File: config.mk
export PLATFORM = sky130hd
export DESIGN_NAME = mus_to_midi_event_transcoder_unit_flat
export DESIGN_NICKNAME = d
export VERILOG_FILES = /design/src/design/mtm_pkg.sv /design/src/design/mtm_in_if.sv /design/src/design/mtm_out_if.sv /design/src/design/mtm_datapath.sv /design/src/design/mtm_controller.sv /design/src/design/mus_to_midi_event_transcoder_unit.sv /design/src/flat_wrapper.sv
export SDC_FILE = /design/constraint.sdc
export NUM_CORES = 2
export LEC_CHECK = 0
export BUFFER_PORTS_ARGS = -buffer_cell sky130_fd_sc_hd__buf_2
export CORE_MARGIN = 1
export CORE_UTILIZATION = 35
export DETAILED_ROUTE_END_ITERATION = 8
export PLACE_DENSITY = 0.56
export REMOVE_ABC_BUFFERS = 1
export SETUP_SLACK_MARGIN = 0.3
export SYNTH_ARGS = -nofsm -noshare
export SYNTH_HDL_FRONTEND = slang
export SYNTH_HIERARCHICAL = 1
export SYNTH_SLANG_ARGS = --single-unit
File: constraint.sdc
create_clock -name clk -period 9.2 [get_ports clk]
set_clock_uncertainty 0.2 [all_clocks]
set_input_delay 0.92 -clock clk [delete_from_list [all_inputs] [get_ports clk]]
set_output_delay 0.92 -clock clk [all_outputs]
set_load 0.05 [all_outputs]
File: src/design/mtm_pkg.sv
package mtm_pkg;

	localparam int TRACKS = 16;

	// Result status codes.
	localparam logic [2:0] ST_DATA     = 3'd0;
	localparam logic [2:0] ST_FINISHED = 3'd1;
	localparam logic [2:0] ST_BAD_SYS  = 3'd2;
	localparam logic [2:0] ST_BAD_CTL  = 3'd3;
	localparam logic [2:0] ST_ILLEGAL  = 3'd4;
	localparam logic [2:0] ST_NO_END   = 3'd5;
	localparam logic [2:0] ST_IGNORED  = 3'd6;

	// Input actions.
	localparam logic [1:0] ACT_START = 2'd0;
	localparam logic [1:0] ACT_BYTE  = 2'd1;
	localparam logic [1:0] ACT_END   = 2'd2;

	// Parser phases.
	localparam logic [1:0] PH_EVENT = 2'd0;
	localparam logic [1:0] PH_OP1   = 2'd1;
	localparam logic [1:0] PH_OP2   = 2'd2;
	localparam logic [1:0] PH_TIME  = 2'd3;

	// MUS event kinds.
	localparam logic [2:0] EV_RELEASE = 3'd0;
	localparam logic [2:0] EV_PLAY    = 3'd1;
	localparam logic [2:0] EV_BEND    = 3'd2;
	localparam logic [2:0] EV_SYSTEM  = 3'd3;
	localparam logic [2:0] EV_CONTROL = 3'd4;
	localparam logic [2:0] EV_BAD5    = 3'd5;
	localparam logic [2:0] EV_SCOREND = 3'd6;
	localparam logic [2:0] EV_BAD7    = 3'd7;

	// MIDI status nibbles.
	localparam logic [7:0] MIDI_NOTE_ON = 8'h90;
	localparam logic [7:0] MIDI_CTRL    = 8'hB0;
	localparam logic [7:0] MIDI_PROGRAM = 8'hC0;
	localparam logic [7:0] MIDI_BEND    = 8'hE0;

	// Plan kinds handed from datapath to controller.
	localparam logic [2:0] PK_NONE   = 3'd0;
	localparam logic [2:0] PK_SINGLE = 3'd1;
	localparam logic [2:0] PK_PREFIX = 3'd2;
	localparam logic [2:0] PK_EVENT  = 3'd3;
	localparam logic [2:0] PK_END    = 3'd4;

	// Output byte selects.
	localparam logic [2:0] SEL_SINGLE = 3'd0;
	localparam logic [2:0] SEL_PREFIX = 3'd1;
	localparam logic [2:0] SEL_VLQ    = 3'd2;
	localparam logic [2:0] SEL_STAT   = 3'd3;
	localparam logic [2:0] SEL_D1     = 3'd4;
	localparam logic [2:0] SEL_D2     = 3'd5;
	localparam logic [2:0] SEL_END    = 3'd6;

	localparam int PREFIX_LEN = 13;

	typedef struct packed {
		logic       load;
		logic       emit;
		logic [2:0] sel;
		logic [5:0] idx;
		logic       last;
	} mtm_cmd_t;

	typedef struct packed {
		logic        out_free;
		logic [2:0]  pk;
		logic [2:0]  vlq_n;
		logic        need_stat;
		logic        two;
		logic [15:0] used;
	} mtm_stat_t;

	function automatic logic [7:0] prefix_byte(input logic [3:0] i);
		case (i)
			4'd1:    prefix_byte = 8'hFF;
			4'd2:    prefix_byte = 8'h59;
			4'd3:    prefix_byte = 8'h02;
			4'd7:    prefix_byte = 8'hFF;
			4'd8:    prefix_byte = 8'h51;
			4'd9:    prefix_byte = 8'h03;
			4'd10:   prefix_byte = 8'h09;
			4'd11:   prefix_byte = 8'hA3;
			4'd12:   prefix_byte = 8'h1A;
			default: prefix_byte = 8'h00;
		endcase
	endfunction

	function automatic logic [7:0] end_byte(input logic [1:0] i);
		case (i)
			2'd1:    end_byte = 8'hFF;
			2'd2:    end_byte = 8'h2F;
			default: end_byte = 8'h00;
		endcase
	endfunction

	function automatic logic [7:0] ctl_map(input logic [3:0] i);
		case (i)
			4'd2:    ctl_map = 8'h01;
			4'd3:    ctl_map = 8'h07;
			4'd4:    ctl_map = 8'h0A;
			4'd5:    ctl_map = 8'h0B;
			4'd6:    ctl_map = 8'h5B;
			4'd7:    ctl_map = 8'h5D;
			4'd8:    ctl_map = 8'h40;
			4'd9:    ctl_map = 8'h43;
			4'd10:   ctl_map = 8'h78;
			4'd11:   ctl_map = 8'h7B;
			4'd12:   ctl_map = 8'h7E;
			4'd13:   ctl_map = 8'h7F;
			4'd14:   ctl_map = 8'h79;
			default: ctl_map = 8'h00;
		endcase
	endfunction

	// Channels 9 and 15 trade places; the rest map straight through.
	function automatic logic [3:0] chan_map(input logic [3:0] c);
		case (c)
			4'd9:    chan_map = 4'd15;
			4'd15:   chan_map = 4'd9;
			default: chan_map = c;
		endcase
	endfunction

endpackage

File: src/design/mtm_in_if.sv
interface mtm_in_if;
	logic       valid;
	logic       ready;
	logic [1:0] action;
	logic [7:0] score_byte;

	modport source(output valid, output action, output score_byte, input ready);
	modport sink(input valid, input action, input score_byte, output ready);
endinterface

File: src/design/mtm_out_if.sv
interface mtm_out_if;
	logic       valid;
	logic       ready;
	logic [3:0] track;
	logic [7:0] midi_byte;
	logic [2:0] status;
	logic       last;

	modport source(output valid, output track, output midi_byte, output status, output last,
		input ready);
	modport sink(input valid, input track, input midi_byte, input status, input last,
		output ready);
endinterface

File: src/design/mtm_datapath.sv
module mtm_datapath #(
	parameter int TIME_BITS = 28
) (
	input  logic              clk,
	input  logic              arst_n,
	input  logic              cfg_we,
	input  logic              cfg_index,
	input  logic [15:0]       cfg_wdata,
	input  logic [1:0]        in_action,
	input  logic [7:0]        in_byte,
	input  mtm_pkg::mtm_cmd_t cmd,
	output mtm_pkg::mtm_stat_t status,
	output logic              out_valid,
	input  logic              out_ready,
	output logic [3:0]        out_track,
	output logic [7:0]        out_byte,
	output logic [2:0]        out_status,
	output logic              out_last
);
	import mtm_pkg::*;

	localparam logic [TIME_BITS-1:0] TIME_MAX = {TIME_BITS{1'b1}};

	logic [15:0] ic_q;
	logic        nc_q;

	logic [1:0]           phase_q, phase_n;
	logic [2:0]           kind_q, kind_n;
	logic [3:0]           ch_q, ch_n;
	logic                 lig_q, lig_n;
	logic [7:0]           fo_q, fo_n;
	logic [TIME_BITS-1:0] acc_q, acc_n;
	logic [TIME_BITS-1:0] time_q [TRACKS];
	logic [TIME_BITS-1:0] time_n [TRACKS];
	logic [6:0]           vel_q [TRACKS];
	logic [6:0]           vel_n [TRACKS];
	logic [7:0]           rs_q [TRACKS];
	logic [7:0]           rs_n [TRACKS];
	logic [15:0]          used_q, used_n;
	logic                 halted_q, halted_n;
	logic                 fin_q, fin_n;

	logic [2:0]           pk_q, pk_n;
	logic [2:0]           code_q, code_n;
	logic [TIME_BITS-1:0] v_q, v_n;
	logic [2:0]           n_q, n_n;
	logic [7:0]           stat_q, stat_n;
	logic                 need_q, need_n;
	logic                 two_q, two_n;
	logic [7:0]           d1_q, d1_n;
	logic [7:0]           d2_q, d2_n;
	logic [3:0]           trk_q, trk_n;

	logic                 out_valid_q;
	logic [3:0]           out_track_q;
	logic [7:0]           out_byte_q;
	logic [2:0]           out_status_q;
	logic                 out_last_q;

	logic [3:0]           trk;
	logic [TIME_BITS+6:0] acc_wide;
	logic [TIME_BITS-1:0] acc_new;
	logic [TIME_BITS-1:0] time_add [TRACKS];
	logic [TIME_BITS:0]   sum;
	logic                 ev, ev_force, ev_two;
	logic [7:0]           ev_kind, ev_d1, ev_d2, ev_stat;
	logic [TIME_BITS-1:0] tv;
	logic [2:0]           cnt_n;
	logic [TIME_BITS-1:0] vlq_sh;

	assign trk      = chan_map(ch_q);
	assign acc_wide = {acc_q, 7'b0} + {{TIME_BITS{1'b0}}, in_byte[6:0]};
	assign acc_new  = (acc_wide[TIME_BITS+6:TIME_BITS] != 7'd0) ? TIME_MAX
		: acc_wide[TIME_BITS-1:0];

	always_comb begin
		for (int i = 0; i < TRACKS; i++) begin
			sum = {1'b0, time_q[i]} + {1'b0, acc_new};
			time_add[i] = sum[TIME_BITS] ? TIME_MAX : sum[TIME_BITS-1:0];
		end
	end

	always_comb begin
		phase_n  = phase_q;
		kind_n   = kind_q;
		ch_n     = ch_q;
		lig_n    = lig_q;
		fo_n     = fo_q;
		acc_n    = acc_q;
		time_n   = time_q;
		vel_n    = vel_q;
		rs_n     = rs_q;
		used_n   = used_q;
		halted_n = halted_q;
		fin_n    = fin_q;
		pk_n     = pk_q;
		code_n   = code_q;
		v_n      = v_q;
		n_n      = n_q;
		stat_n   = stat_q;
		need_n   = need_q;
		two_n    = two_q;
		d1_n     = d1_q;
		d2_n     = d2_q;
		trk_n    = trk_q;
		ev       = 1'b0;
		ev_force = 1'b0;
		ev_two   = 1'b1;
		ev_kind  = MIDI_NOTE_ON;
		ev_d1    = 8'd0;
		ev_d2    = 8'd0;
		ev_stat  = 8'd0;
		tv       = '0;
		cnt_n    = 3'd1;
		if (cmd.load) begin
			pk_n = PK_NONE;
			if (in_action == ACT_START) begin
				phase_n  = PH_EVENT;
				kind_n   = 3'd0;
				ch_n     = 4'd0;
				lig_n    = 1'b0;
				fo_n     = 8'd0;
				acc_n    = '0;
				for (int i = 0; i < TRACKS; i++) begin
					time_n[i] = '0;
					vel_n[i]  = 7'd64;
					rs_n[i]   = 8'd0;
				end
				used_n   = 16'd1;
				fin_n    = 1'b0;
				halted_n = 1'b0;
				pk_n     = PK_PREFIX;
			end else if (in_action != ACT_BYTE && in_action != ACT_END) begin
				pk_n   = PK_SINGLE;
				code_n = ST_IGNORED;
			end else if (halted_q) begin
				pk_n   = PK_SINGLE;
				code_n = fin_q ? ST_FINISHED : ST_IGNORED;
			end else if (in_action == ACT_END) begin
				pk_n     = PK_SINGLE;
				code_n   = ST_NO_END;
				halted_n = 1'b1;
			end else begin
				case (phase_q)
					PH_EVENT: begin
						kind_n = in_byte[6:4];
						ch_n   = in_byte[3:0];
						lig_n  = in_byte[7];
						if (in_byte[6:4] == EV_SCOREND) begin
							pk_n     = PK_END;
							halted_n = 1'b1;
							fin_n    = 1'b1;
						end else if (in_byte[6:4] == EV_BAD5 || in_byte[6:4] == EV_BAD7) begin
							pk_n     = PK_SINGLE;
							code_n   = ST_ILLEGAL;
							halted_n = 1'b1;
						end else begin
							phase_n = PH_OP1;
						end
					end
					PH_OP1: begin
						fo_n = in_byte;
						case (kind_q)
							EV_RELEASE: begin
								ev       = 1'b1;
								ev_force = 1'b1;
								ev_d1    = {1'b0, in_byte[6:0]};
							end
							EV_PLAY: begin
								if (in_byte[7]) begin
									phase_n = PH_OP2;
								end else begin
									ev    = 1'b1;
									ev_d1 = in_byte;
									ev_d2 = {1'b0, vel_q[trk]};
								end
							end
							EV_BEND: begin
								ev      = 1'b1;
								ev_kind = MIDI_BEND;
								ev_d1   = {1'b0, in_byte[0], 6'd0};
								ev_d2   = {1'b0, in_byte[7:1]};
							end
							EV_SYSTEM: begin
								if (in_byte < 8'd10 || in_byte > 8'd14) begin
									pk_n     = PK_SINGLE;
									code_n   = ST_BAD_SYS;
									halted_n = 1'b1;
								end else begin
									ev      = 1'b1;
									ev_kind = MIDI_CTRL;
									ev_d1   = ctl_map(in_byte[3:0]);
									ev_d2   = (in_byte == 8'd12) ? (ic_q[7:0] + 8'd1) : 8'd0;
								end
							end
							default: begin
								if (in_byte > 8'd9) begin
									pk_n     = PK_SINGLE;
									code_n   = ST_BAD_CTL;
									halted_n = 1'b1;
								end else begin
									phase_n = PH_OP2;
								end
							end
						endcase
					end
					PH_OP2: begin
						ev = 1'b1;
						if (kind_q == EV_PLAY) begin
							vel_n[trk] = in_byte[6:0];
							ev_d1      = {1'b0, fo_q[6:0]};
							ev_d2      = {1'b0, in_byte[6:0]};
						end else if (fo_q == 8'd0) begin
							ev_kind = MIDI_PROGRAM;
							ev_two  = 1'b0;
							ev_d1   = {1'b0, in_byte[6:0]};
						end else begin
							ev_kind = MIDI_CTRL;
							ev_d1   = ctl_map(fo_q[3:0]);
							ev_d2   = {1'b0, in_byte[6:0]};
						end
					end
					default: begin
						acc_n = acc_new;
						if (!in_byte[7]) begin
							time_n  = time_add;
							acc_n   = '0;
							phase_n = PH_EVENT;
						end
					end
				endcase
			end
			if (ev) begin
				tv = time_q[trk];
				for (int k = 1; k < 5; k++) begin
					if ((tv >> (7 * k)) != '0) cnt_n = cnt_n + 3'd1;
				end
				ev_stat    = ev_kind | {4'd0, trk};
				pk_n       = PK_EVENT;
				v_n        = tv;
				n_n        = cnt_n;
				stat_n     = ev_stat;
				need_n     = ev_force || nc_q || (rs_q[trk] != ev_stat);
				two_n      = ev_two;
				d1_n       = ev_d1;
				d2_n       = ev_d2;
				trk_n      = trk;
				time_n[trk] = '0;
				rs_n[trk]  = ev_stat;
				used_n[trk] = 1'b1;
				if (lig_q) begin
					acc_n   = '0;
					phase_n = PH_TIME;
				end else begin
					phase_n = PH_EVENT;
				end
			end
		end
	end

	always_ff @(posedge clk or negedge arst_n) begin
		if (!arst_n) begin
			ic_q     <= 16'd0;
			nc_q     <= 1'b0;
			phase_q  <= PH_EVENT;
			kind_q   <= 3'd0;
			ch_q     <= 4'd0;
			lig_q    <= 1'b0;
			fo_q     <= 8'd0;
			acc_q    <= '0;
			for (int i = 0; i < TRACKS; i++) begin
				time_q[i] <= '0;
				vel_q[i]  <= 7'd64;
				rs_q[i]   <= 8'd0;
			end
			used_q   <= 16'd0;
			halted_q <= 1'b1;
			fin_q    <= 1'b0;
			pk_q     <= PK_NONE;
		end else begin
			if (cfg_we) begin
				if (cfg_index) nc_q <= cfg_wdata[0];
				else ic_q <= cfg_wdata;
			end
			phase_q  <= phase_n;
			kind_q   <= kind_n;
			ch_q     <= ch_n;
			lig_q    <= lig_n;
			fo_q     <= fo_n;
			acc_q    <= acc_n;
			time_q   <= time_n;
			vel_q    <= vel_n;
			rs_q     <= rs_n;
			used_q   <= used_n;
			halted_q <= halted_n;
			fin_q    <= fin_n;
			pk_q     <= pk_n;
		end
	end

	always_ff @(posedge clk) begin
		code_q <= code_n;
		v_q    <= v_n;
		n_q    <= n_n;
		stat_q <= stat_n;
		need_q <= need_n;
		two_q  <= two_n;
		d1_q   <= d1_n;
		d2_q   <= d2_n;
		trk_q  <= trk_n;
	end

	assign vlq_sh = v_q >> (7 * int'(cmd.idx[2:0]));

	always_ff @(posedge clk or negedge arst_n) begin
		if (!arst_n) begin
			out_valid_q <= 1'b0;
		end else if (cmd.emit) begin
			out_valid_q <= 1'b1;
		end else if (out_ready) begin
			out_valid_q <= 1'b0;
		end
	end

	always_ff @(posedge clk) begin
		if (cmd.emit) begin
			out_last_q <= cmd.last;
			case (cmd.sel)
				SEL_SINGLE: begin
					out_track_q  <= 4'd0;
					out_byte_q   <= 8'd0;
					out_status_q <= code_q;
				end
				SEL_PREFIX: begin
					out_track_q  <= 4'd0;
					out_byte_q   <= prefix_byte(cmd.idx[3:0]);
					out_status_q <= ST_DATA;
				end
				SEL_VLQ: begin
					out_track_q  <= trk_q;
					out_byte_q   <= {cmd.idx[2:0] != 3'd0, vlq_sh[6:0]};
					out_status_q <= ST_DATA;
				end
				SEL_STAT: begin
					out_track_q  <= trk_q;
					out_byte_q   <= stat_q;
					out_status_q <= ST_DATA;
				end
				SEL_D1: begin
					out_track_q  <= trk_q;
					out_byte_q   <= d1_q;
					out_status_q <= ST_DATA;
				end
				SEL_D2: begin
					out_track_q  <= trk_q;
					out_byte_q   <= d2_q;
					out_status_q <= ST_DATA;
				end
				default: begin
					out_track_q  <= cmd.idx[5:2];
					out_byte_q   <= end_byte(cmd.idx[1:0]);
					out_status_q <= ST_DATA;
				end
			endcase
		end
	end

	assign out_valid  = out_valid_q;
	assign out_track  = out_track_q;
	assign out_byte   = out_byte_q;
	assign out_status = out_status_q;
	assign out_last   = out_last_q;

	assign status.out_free  = !out_valid_q || out_ready;
	assign status.pk        = pk_q;
	assign status.vlq_n     = n_q;
	assign status.need_stat = need_q;
	assign status.two       = two_q;
	assign status.used      = used_q;

endmodule

File: src/design/mtm_controller.sv
module mtm_controller (
	input  logic               clk,
	input  logic               arst_n,
	input  logic               in_valid,
	output logic               in_ready,
	input  mtm_pkg::mtm_stat_t status,
	output mtm_pkg::mtm_cmd_t  cmd
);
	import mtm_pkg::*;

	localparam logic [3:0] S_IDLE   = 4'd0;
	localparam logic [3:0] S_PLAN   = 4'd1;
	localparam logic [3:0] S_SINGLE = 4'd2;
	localparam logic [3:0] S_PREFIX = 4'd3;
	localparam logic [3:0] S_VLQ    = 4'd4;
	localparam logic [3:0] S_STAT   = 4'd5;
	localparam logic [3:0] S_D1     = 4'd6;
	localparam logic [3:0] S_D2     = 4'd7;
	localparam logic [3:0] S_END    = 4'd8;

	logic [3:0] state_q, state_n;
	logic [5:0] cnt_q, cnt_n;
	logic [3:0] t;
	logic       above;

	assign t = cnt_q[5:2];

	always_comb begin
		above = 1'b0;
		for (int j = 0; j < TRACKS; j++) begin
			if (j > int'(t) && status.used[j]) above = 1'b1;
		end
	end

	assign in_ready = (state_q == S_IDLE);

	always_comb begin
		state_n  = state_q;
		cnt_n    = cnt_q;
		cmd      = '0;
		cmd.load = in_valid && in_ready;
		cmd.idx  = cnt_q;
		case (state_q)
			S_IDLE: begin
				if (cmd.load) state_n = S_PLAN;
			end
			S_PLAN: begin
				cnt_n = 6'd0;
				case (status.pk)
					PK_SINGLE: state_n = S_SINGLE;
					PK_PREFIX: state_n = S_PREFIX;
					PK_EVENT: begin
						state_n = S_VLQ;
						cnt_n   = {3'd0, status.vlq_n - 3'd1};
					end
					PK_END:    state_n = S_END;
					default:   state_n = S_IDLE;
				endcase
			end
			S_SINGLE: begin
				cmd.sel  = SEL_SINGLE;
				cmd.last = 1'b1;
				if (status.out_free) begin
					cmd.emit = 1'b1;
					state_n  = S_IDLE;
				end
			end
			S_PREFIX: begin
				cmd.sel  = SEL_PREFIX;
				cmd.last = (cnt_q == 6'(PREFIX_LEN - 1));
				if (status.out_free) begin
					cmd.emit = 1'b1;
					cnt_n    = cnt_q + 6'd1;
					if (cmd.last) state_n = S_IDLE;
				end
			end
			S_VLQ: begin
				cmd.sel = SEL_VLQ;
				if (status.out_free) begin
					cmd.emit = 1'b1;
					if (cnt_q == 6'd0) state_n = status.need_stat ? S_STAT : S_D1;
					else cnt_n = cnt_q - 6'd1;
				end
			end
			S_STAT: begin
				cmd.sel = SEL_STAT;
				if (status.out_free) begin
					cmd.emit = 1'b1;
					state_n  = S_D1;
				end
			end
			S_D1: begin
				cmd.sel  = SEL_D1;
				cmd.last = !status.two;
				if (status.out_free) begin
					cmd.emit = 1'b1;
					state_n  = status.two ? S_D2 : S_IDLE;
				end
			end
			S_D2: begin
				cmd.sel  = SEL_D2;
				cmd.last = 1'b1;
				if (status.out_free) begin
					cmd.emit = 1'b1;
					state_n  = S_IDLE;
				end
			end
			S_END: begin
				cmd.sel  = SEL_END;
				cmd.last = (cnt_q[1:0] == 2'd3) && !above;
				// Unused tracks are skipped one per cycle.
				if (!status.used[t]) begin
					if (t == 4'd15) state_n = S_IDLE;
					else cnt_n = cnt_q + 6'd4;
				end else if (status.out_free) begin
					cmd.emit = 1'b1;
					cnt_n    = cnt_q + 6'd1;
					if (cnt_q[1:0] == 2'd3 && (t == 4'd15 || !above)) state_n = S_IDLE;
				end
			end
			default: state_n = S_IDLE;
		endcase
	end

	always_ff @(posedge clk or negedge arst_n) begin
		if (!arst_n) begin
			state_q <= S_IDLE;
			cnt_q   <= 6'd0;
		end else begin
			state_q <= state_n;
			cnt_q   <= cnt_n;
		end
	end

	a_emit_free: assert property (@(posedge clk) disable iff (!arst_n)
		cmd.emit |-> status.out_free) else $error("emit into a full output register");
	a_load_plan: assert property (@(posedge clk) disable iff (!arst_n)
		cmd.load |=> state_q == S_PLAN) else $error("accepted item not planned");
	a_vlq_len: assert property (@(posedge clk) disable iff (!arst_n)
		state_q == S_VLQ |-> cnt_q < 6'd5) else $error("delta time index out of range");

endmodule

File: src/design/mus_to_midi_event_transcoder_unit.sv
// Channel   Dir  Payload
// in_ch     in   action[1:0], score_byte[7:0]
// out_ch    out  track[3:0], midi_byte[7:0], status[2:0], last
// cfg       in   cfg_we, cfg_index (0 instrument_count, 1 no_compression), cfg_wdata[15:0]
//
// One item at a time: accept, a planning state, then the result bytes, each sent when
// the output is free; an event sends delta-time bytes, status when needed, then data.
// Score end walks tracks up to the last used one, four end bytes per used track.
// Reset halts the block until a start item; not all registers are reset.
// A stalled output holds its byte in the output register and the controller waits.
module mus_to_midi_event_transcoder_unit #(
	parameter int TIME_BITS = 28
) (
	input  logic          clk,
	input  logic          arst_n,
	input  logic          cfg_we,
	input  logic          cfg_index,
	input  logic [15:0]   cfg_wdata,
	mtm_in_if.sink        in_ch,
	mtm_out_if.source     out_ch
);
	import mtm_pkg::*;

	mtm_cmd_t  cmd;
	mtm_stat_t status;

	mtm_controller u_ctrl (
		.clk      (clk),
		.arst_n   (arst_n),
		.in_valid (in_ch.valid),
		.in_ready (in_ch.ready),
		.status   (status),
		.cmd      (cmd)
	);

	mtm_datapath #(.TIME_BITS(TIME_BITS)) u_dp (
		.clk        (clk),
		.arst_n     (arst_n),
		.cfg_we     (cfg_we),
		.cfg_index  (cfg_index),
		.cfg_wdata  (cfg_wdata),
		.in_action  (in_ch.action),
		.in_byte    (in_ch.score_byte),
		.cmd        (cmd),
		.status     (status),
		.out_valid  (out_ch.valid),
		.out_ready  (out_ch.ready),
		.out_track  (out_ch.track),
		.out_byte   (out_ch.midi_byte),
		.out_status (out_ch.status),
		.out_last   (out_ch.last)
	);

endmodule
File: src/flat_wrapper.sv
// flat-port wrapper written by rule: the top's interface ports become plain ports
module mus_to_midi_event_transcoder_unit_flat import mtm_pkg::*;
#(
	parameter int TIME_BITS = 28
)
  (clk, arst_n, cfg_we, cfg_index, cfg_wdata, in_ch_valid, in_ch_action, in_ch_score_byte, in_ch_ready, out_ch_valid, out_ch_track, out_ch_midi_byte, out_ch_status, out_ch_last, out_ch_ready);
  mtm_in_if in_ch_i ();
  mtm_out_if out_ch_i ();
  input  logic clk;
  input  logic arst_n;
  input  logic cfg_we;
  input  logic cfg_index;
  input  logic [15:0] cfg_wdata;
  input wire logic [$bits(in_ch_i.valid)-1:0] in_ch_valid;
  input wire logic [$bits(in_ch_i.action)-1:0] in_ch_action;
  input wire logic [$bits(in_ch_i.score_byte)-1:0] in_ch_score_byte;
  output wire logic [$bits(in_ch_i.ready)-1:0] in_ch_ready;
  output wire logic [$bits(out_ch_i.valid)-1:0] out_ch_valid;
  output wire logic [$bits(out_ch_i.track)-1:0] out_ch_track;
  output wire logic [$bits(out_ch_i.midi_byte)-1:0] out_ch_midi_byte;
  output wire logic [$bits(out_ch_i.status)-1:0] out_ch_status;
  output wire logic [$bits(out_ch_i.last)-1:0] out_ch_last;
  input wire logic [$bits(out_ch_i.ready)-1:0] out_ch_ready;
  assign in_ch_i.valid = in_ch_valid;
  assign in_ch_i.action = in_ch_action;
  assign in_ch_i.score_byte = in_ch_score_byte;
  assign in_ch_ready = in_ch_i.ready;
  assign out_ch_valid = out_ch_i.valid;
  assign out_ch_track = out_ch_i.track;
  assign out_ch_midi_byte = out_ch_i.midi_byte;
  assign out_ch_status = out_ch_i.status;
  assign out_ch_last = out_ch_i.last;
  assign out_ch_i.ready = out_ch_ready;
  mus_to_midi_event_transcoder_unit #(.TIME_BITS(TIME_BITS)) u_core (.clk(clk), .arst_n(arst_n), .cfg_we(cfg_we), .cfg_index(cfg_index), .cfg_wdata(cfg_wdata), .in_ch(in_ch_i), .out_ch(out_ch_i));
endmodule
==> results_dict.tcl <==
set metrics [dict create \
    gp_congestion 0.970 \
    viasPerCell 5.94 \
    clockBufferDepth 3 \
    drc 0 \
    ys_seq_elements 849 \
    cp_max_fo 19 \
    r2r_end "u_core/u_dp/time_q[213]" \
    dr.first_iter.drc_count 5941 \
    post_synth.cell_area_avg_um2 8.74 \
    ys.flop_type "dfrtp_1" \
    worstSetupEndpointType "flop" \
    yosys_warnings 6 \
    die_w_um 436 \
    drt_pre_antenna_iters 5 \
    area_growth_pct 10.5 \
    drive_above_1_share 0.0900 \
    die_h_um 436 \
    cp_cell_sequence "nor4_1 -> nand2_1 -> buf_4 -> nor2_1 -> inv_1 -> ha_1 -> nor2b_1 -> o31a_1 -> o2111a_1 -> o21ai_0 -> o41ai_1 -> a211oi_1 -> o211ai_1 -> buf_4 -> nor2_1 -> nand2_1 -> a21oi_1 -> nor3_1" \
    final_nets 7994 \
    whs_ns 0.0121 \
    synth_top_cell_area_share 0.288 \
    cts_sinks 849 \
    cts_buffers 106 \
    critical_path_class "reg -> reg" \
    finalWorstSetupSlack_ns 2.69 \
    grt-ovfl-total 0 \
    totalWireLength_mm 237 \
    wl_per_cell_um 23.7 \
    path_clk_slew_ns 0.06 \
    synth_compound_area_frac 0.255 \
    critPathLaunchType "flop" \
    synthTopCellsByArea "dfrtp_1, ha_1, o21ai_0, mux4_2, a21oi_1" \
    yosysSeqAreaShare 0.328 \
    routed-via-count 59500 \
    synthSimpleGateAreaFrac 0.148 \
    grt_max_degree 153 \
    min_period_ns 6.51 \
    synthMuxAreaShare 0.0740 \
    setup_viol 0 \
    syn_inst 7538 \
    pre_cts_ws_ns 2.60 \
    slowest_stage "o211ai_1" \
    reg2reg_depth 18 \
    num_io_pins 50 \
    slowest_delay_ns 0.88 \
    start_util 0.354 \
    netlist_area_um2 65900 \
    slew_viol_final 0 \
    synthDistinctLibCells 107 \
    synthAdderAreaFrac 0.102 \
    rrSetupSlack_ns 2.69 \
    synth_top_cell_by_area "dfrtp_1" \
    worst_pin_slew_ns 1.22 \
    power_leakage_nw 32.9 \
    yosysMostFrequentCell "o21ai_0" \
    std_cell_rows 158 \
    max_freq_mhz 154 \
    grt_pass1_wl_mm 359 \
    clock-root-buffer "clkbuf_16" \
    post_cts_buffers 0 \
    port_buffers 41 \
    ant_nets 0 \
    synth_commonest_cells "o21ai_0, dfrtp_1, nand2_1" \
    ir_worst_vdd_v 0.000216 \
    tritoncts "built" \
    r2r_start "u_core/u_dp/acc_q[23]" \
    finalHoldViolCount 0 \
    synth_xor_area_frac 0.0509 \
    worstPathRequired_ns 9.65 \
    dp_hpwl_mm 169 \
    core_um2 186000 \
    arrival_ns 6.96 \
    timing.final.crit_share 0.708 \
    clk-insertion-delay-late_ns 0.78 \
    track_usage 0.244 \
    antenna_found_initial 11 \
    htreeDepth 3 \
    powerDensity_nw_per_um2 239 \
    synth_top_family_by_area "compound AO/OA/AOI/OAI gates" \
    ys_async_sr_fraction 0.913 \
    hp-class "in -> async" \
    synth-edff-count 74 \
    die_area_um2 190000 \
    status "complete, no violations" \
    relSlewSlack 0.185 \
    cap_viol_max_count 0 \
    grt_pass1_vias 56900 \
    grt_setup_unrepaired "false" \
    post_cts_resized 0 \
    ctsHoldBuffers 0 \
]
==> metal layers <==
metal | share of wire | routed length (µm) | track usage | vias to the layer above
li1 | - | - | - | 27500
met1 | 0.45 | 107000 | 0.342 | 29500
met2 | 0.44 | 104000 | 0.377 | 2110
met3 | 0.070 | 16500 | 0.0322 | 370
met4 | 0.041 | 9760 | 0.0990 | 2
met5 | 0.000072 | 17 | 0 | -
==> cells in the final DEF (no fill, tap or decap), types with 68 or more instances in the layout <==
cell type	n
mux4_2	155
o21a_1	97
xor2_1	113
edfxtp_1	74
nor2b_1	96
ha_1	511
o21ai_0	880
clkbuf_16	106
o221ai_1	100
nor2_1	693
nand3_1	140
mux2i_1	97
a211oi_1	83
inv_1	307
nand2_1	721
o2bb2ai_1	68
nand2b_1	75
xnor2_1	270
a31oi_1	74
a21o_1	215
buf_4	127
nor3_1	92
a21oi_1	554
dfrtp_1	754
==> critical path, delay by kind of cell (launching register included) <==
kind	cells	cell delay, ns
DFF	1	0.38
and+or+nand+nor	7	1.37
AOI/OAI and AO/OA	7	2.68
buffers and inverters	3	1.15
adders and majority gates	1	0.57
==> area by class of cell <==
cell class	count	area, µm²
timing repair buffer	173	1270
tap	2480	3100
sequential	849	21600
antenna	1	2.50
fill	18500	113000
clock inverter	57	908
clock buffer	142	2980
inverter	318	1200
multi-input combinational	5986	41700
==> power by group <==
| group | internal [mW] | total [mW] | switching [mW] |
|---|---|---|---|
| Combinational | 2.67 | 7.45 | 4.78 |
| Clock | 2.80 | 4.69 | 1.89 |
| Sequential | 4.44 | 5.23 | 0.792 |
==> registers in the layout, summed over array words and instances, names as in the netlist, 4 cells and up <==
register / count
u_core/u_dp/out_track: 4
u_core/u_dp/ic_q: 8
u_core/u_dp/ch_q: 4
u_core/u_ctrl/state_q: 4
u_core/u_ctrl/cnt_q: 6
u_core/u_dp/stat_q: 4
u_core/u_dp/out_byte: 8
u_core/u_dp/fo_q: 8
u_core/u_dp/v_q: 28
u_core/u_dp/time_q: 448
u_core/u_dp/d2_q: 8
u_core/u_dp/vel_q: 112
u_core/u_dp/acc_q: 28
u_core/u_dp/used_q: 16
u_core/u_dp/d1_q: 7
u_core/u_dp/rs_q: 128
==> worst max path at each step <==
stage,from,endpoint,depth (start not counted)
after global routing,u_core/u_dp/acc_q[23],u_core/u_dp/time_q[199],18
after floorplan,u_core/u_ctrl/state_q[0],u_core/u_dp/time_q[217],8
final,u_core/u_dp/acc_q[23],u_core/u_dp/time_q[213],18
after detailed placement,in_ch_score_byte[0],u_core/u_dp/time_q[303],18
after global placement,in_ch_score_byte[0],u_core/u_dp/time_q[301],18
after CTS,u_core/u_dp/acc_q[23],u_core/u_dp/time_q[213],18
==> cell families after synthesis <==
group                    after synthesis
XOR/XNOR                             383
adder cells (fa/ha/maj)              528
AO/OA/AOI/OAI                       2638
buffers and inverters                703
AND/OR/NAND/NOR                     2148
multiplexers                         289
flip-flops                           849
==> through the flow <==
stage	total power, mW	utilization	cell area [µm²]	TNS [ns]	instances
5_1_grt	18.2	0.391	72800	0	10000
3_5_place_dp	12.6	0.370	68900	0	9806
2_1_floorplan	9.99	-	64300	-2319.65	7153
6_report	17.4	0.391	72800	0	10000
3_3_place_gp	12.5	0.370	68900	0	9806
4_1_cts	17.3	0.391	72800	0	10000
(Power assumes the default switching activity.)
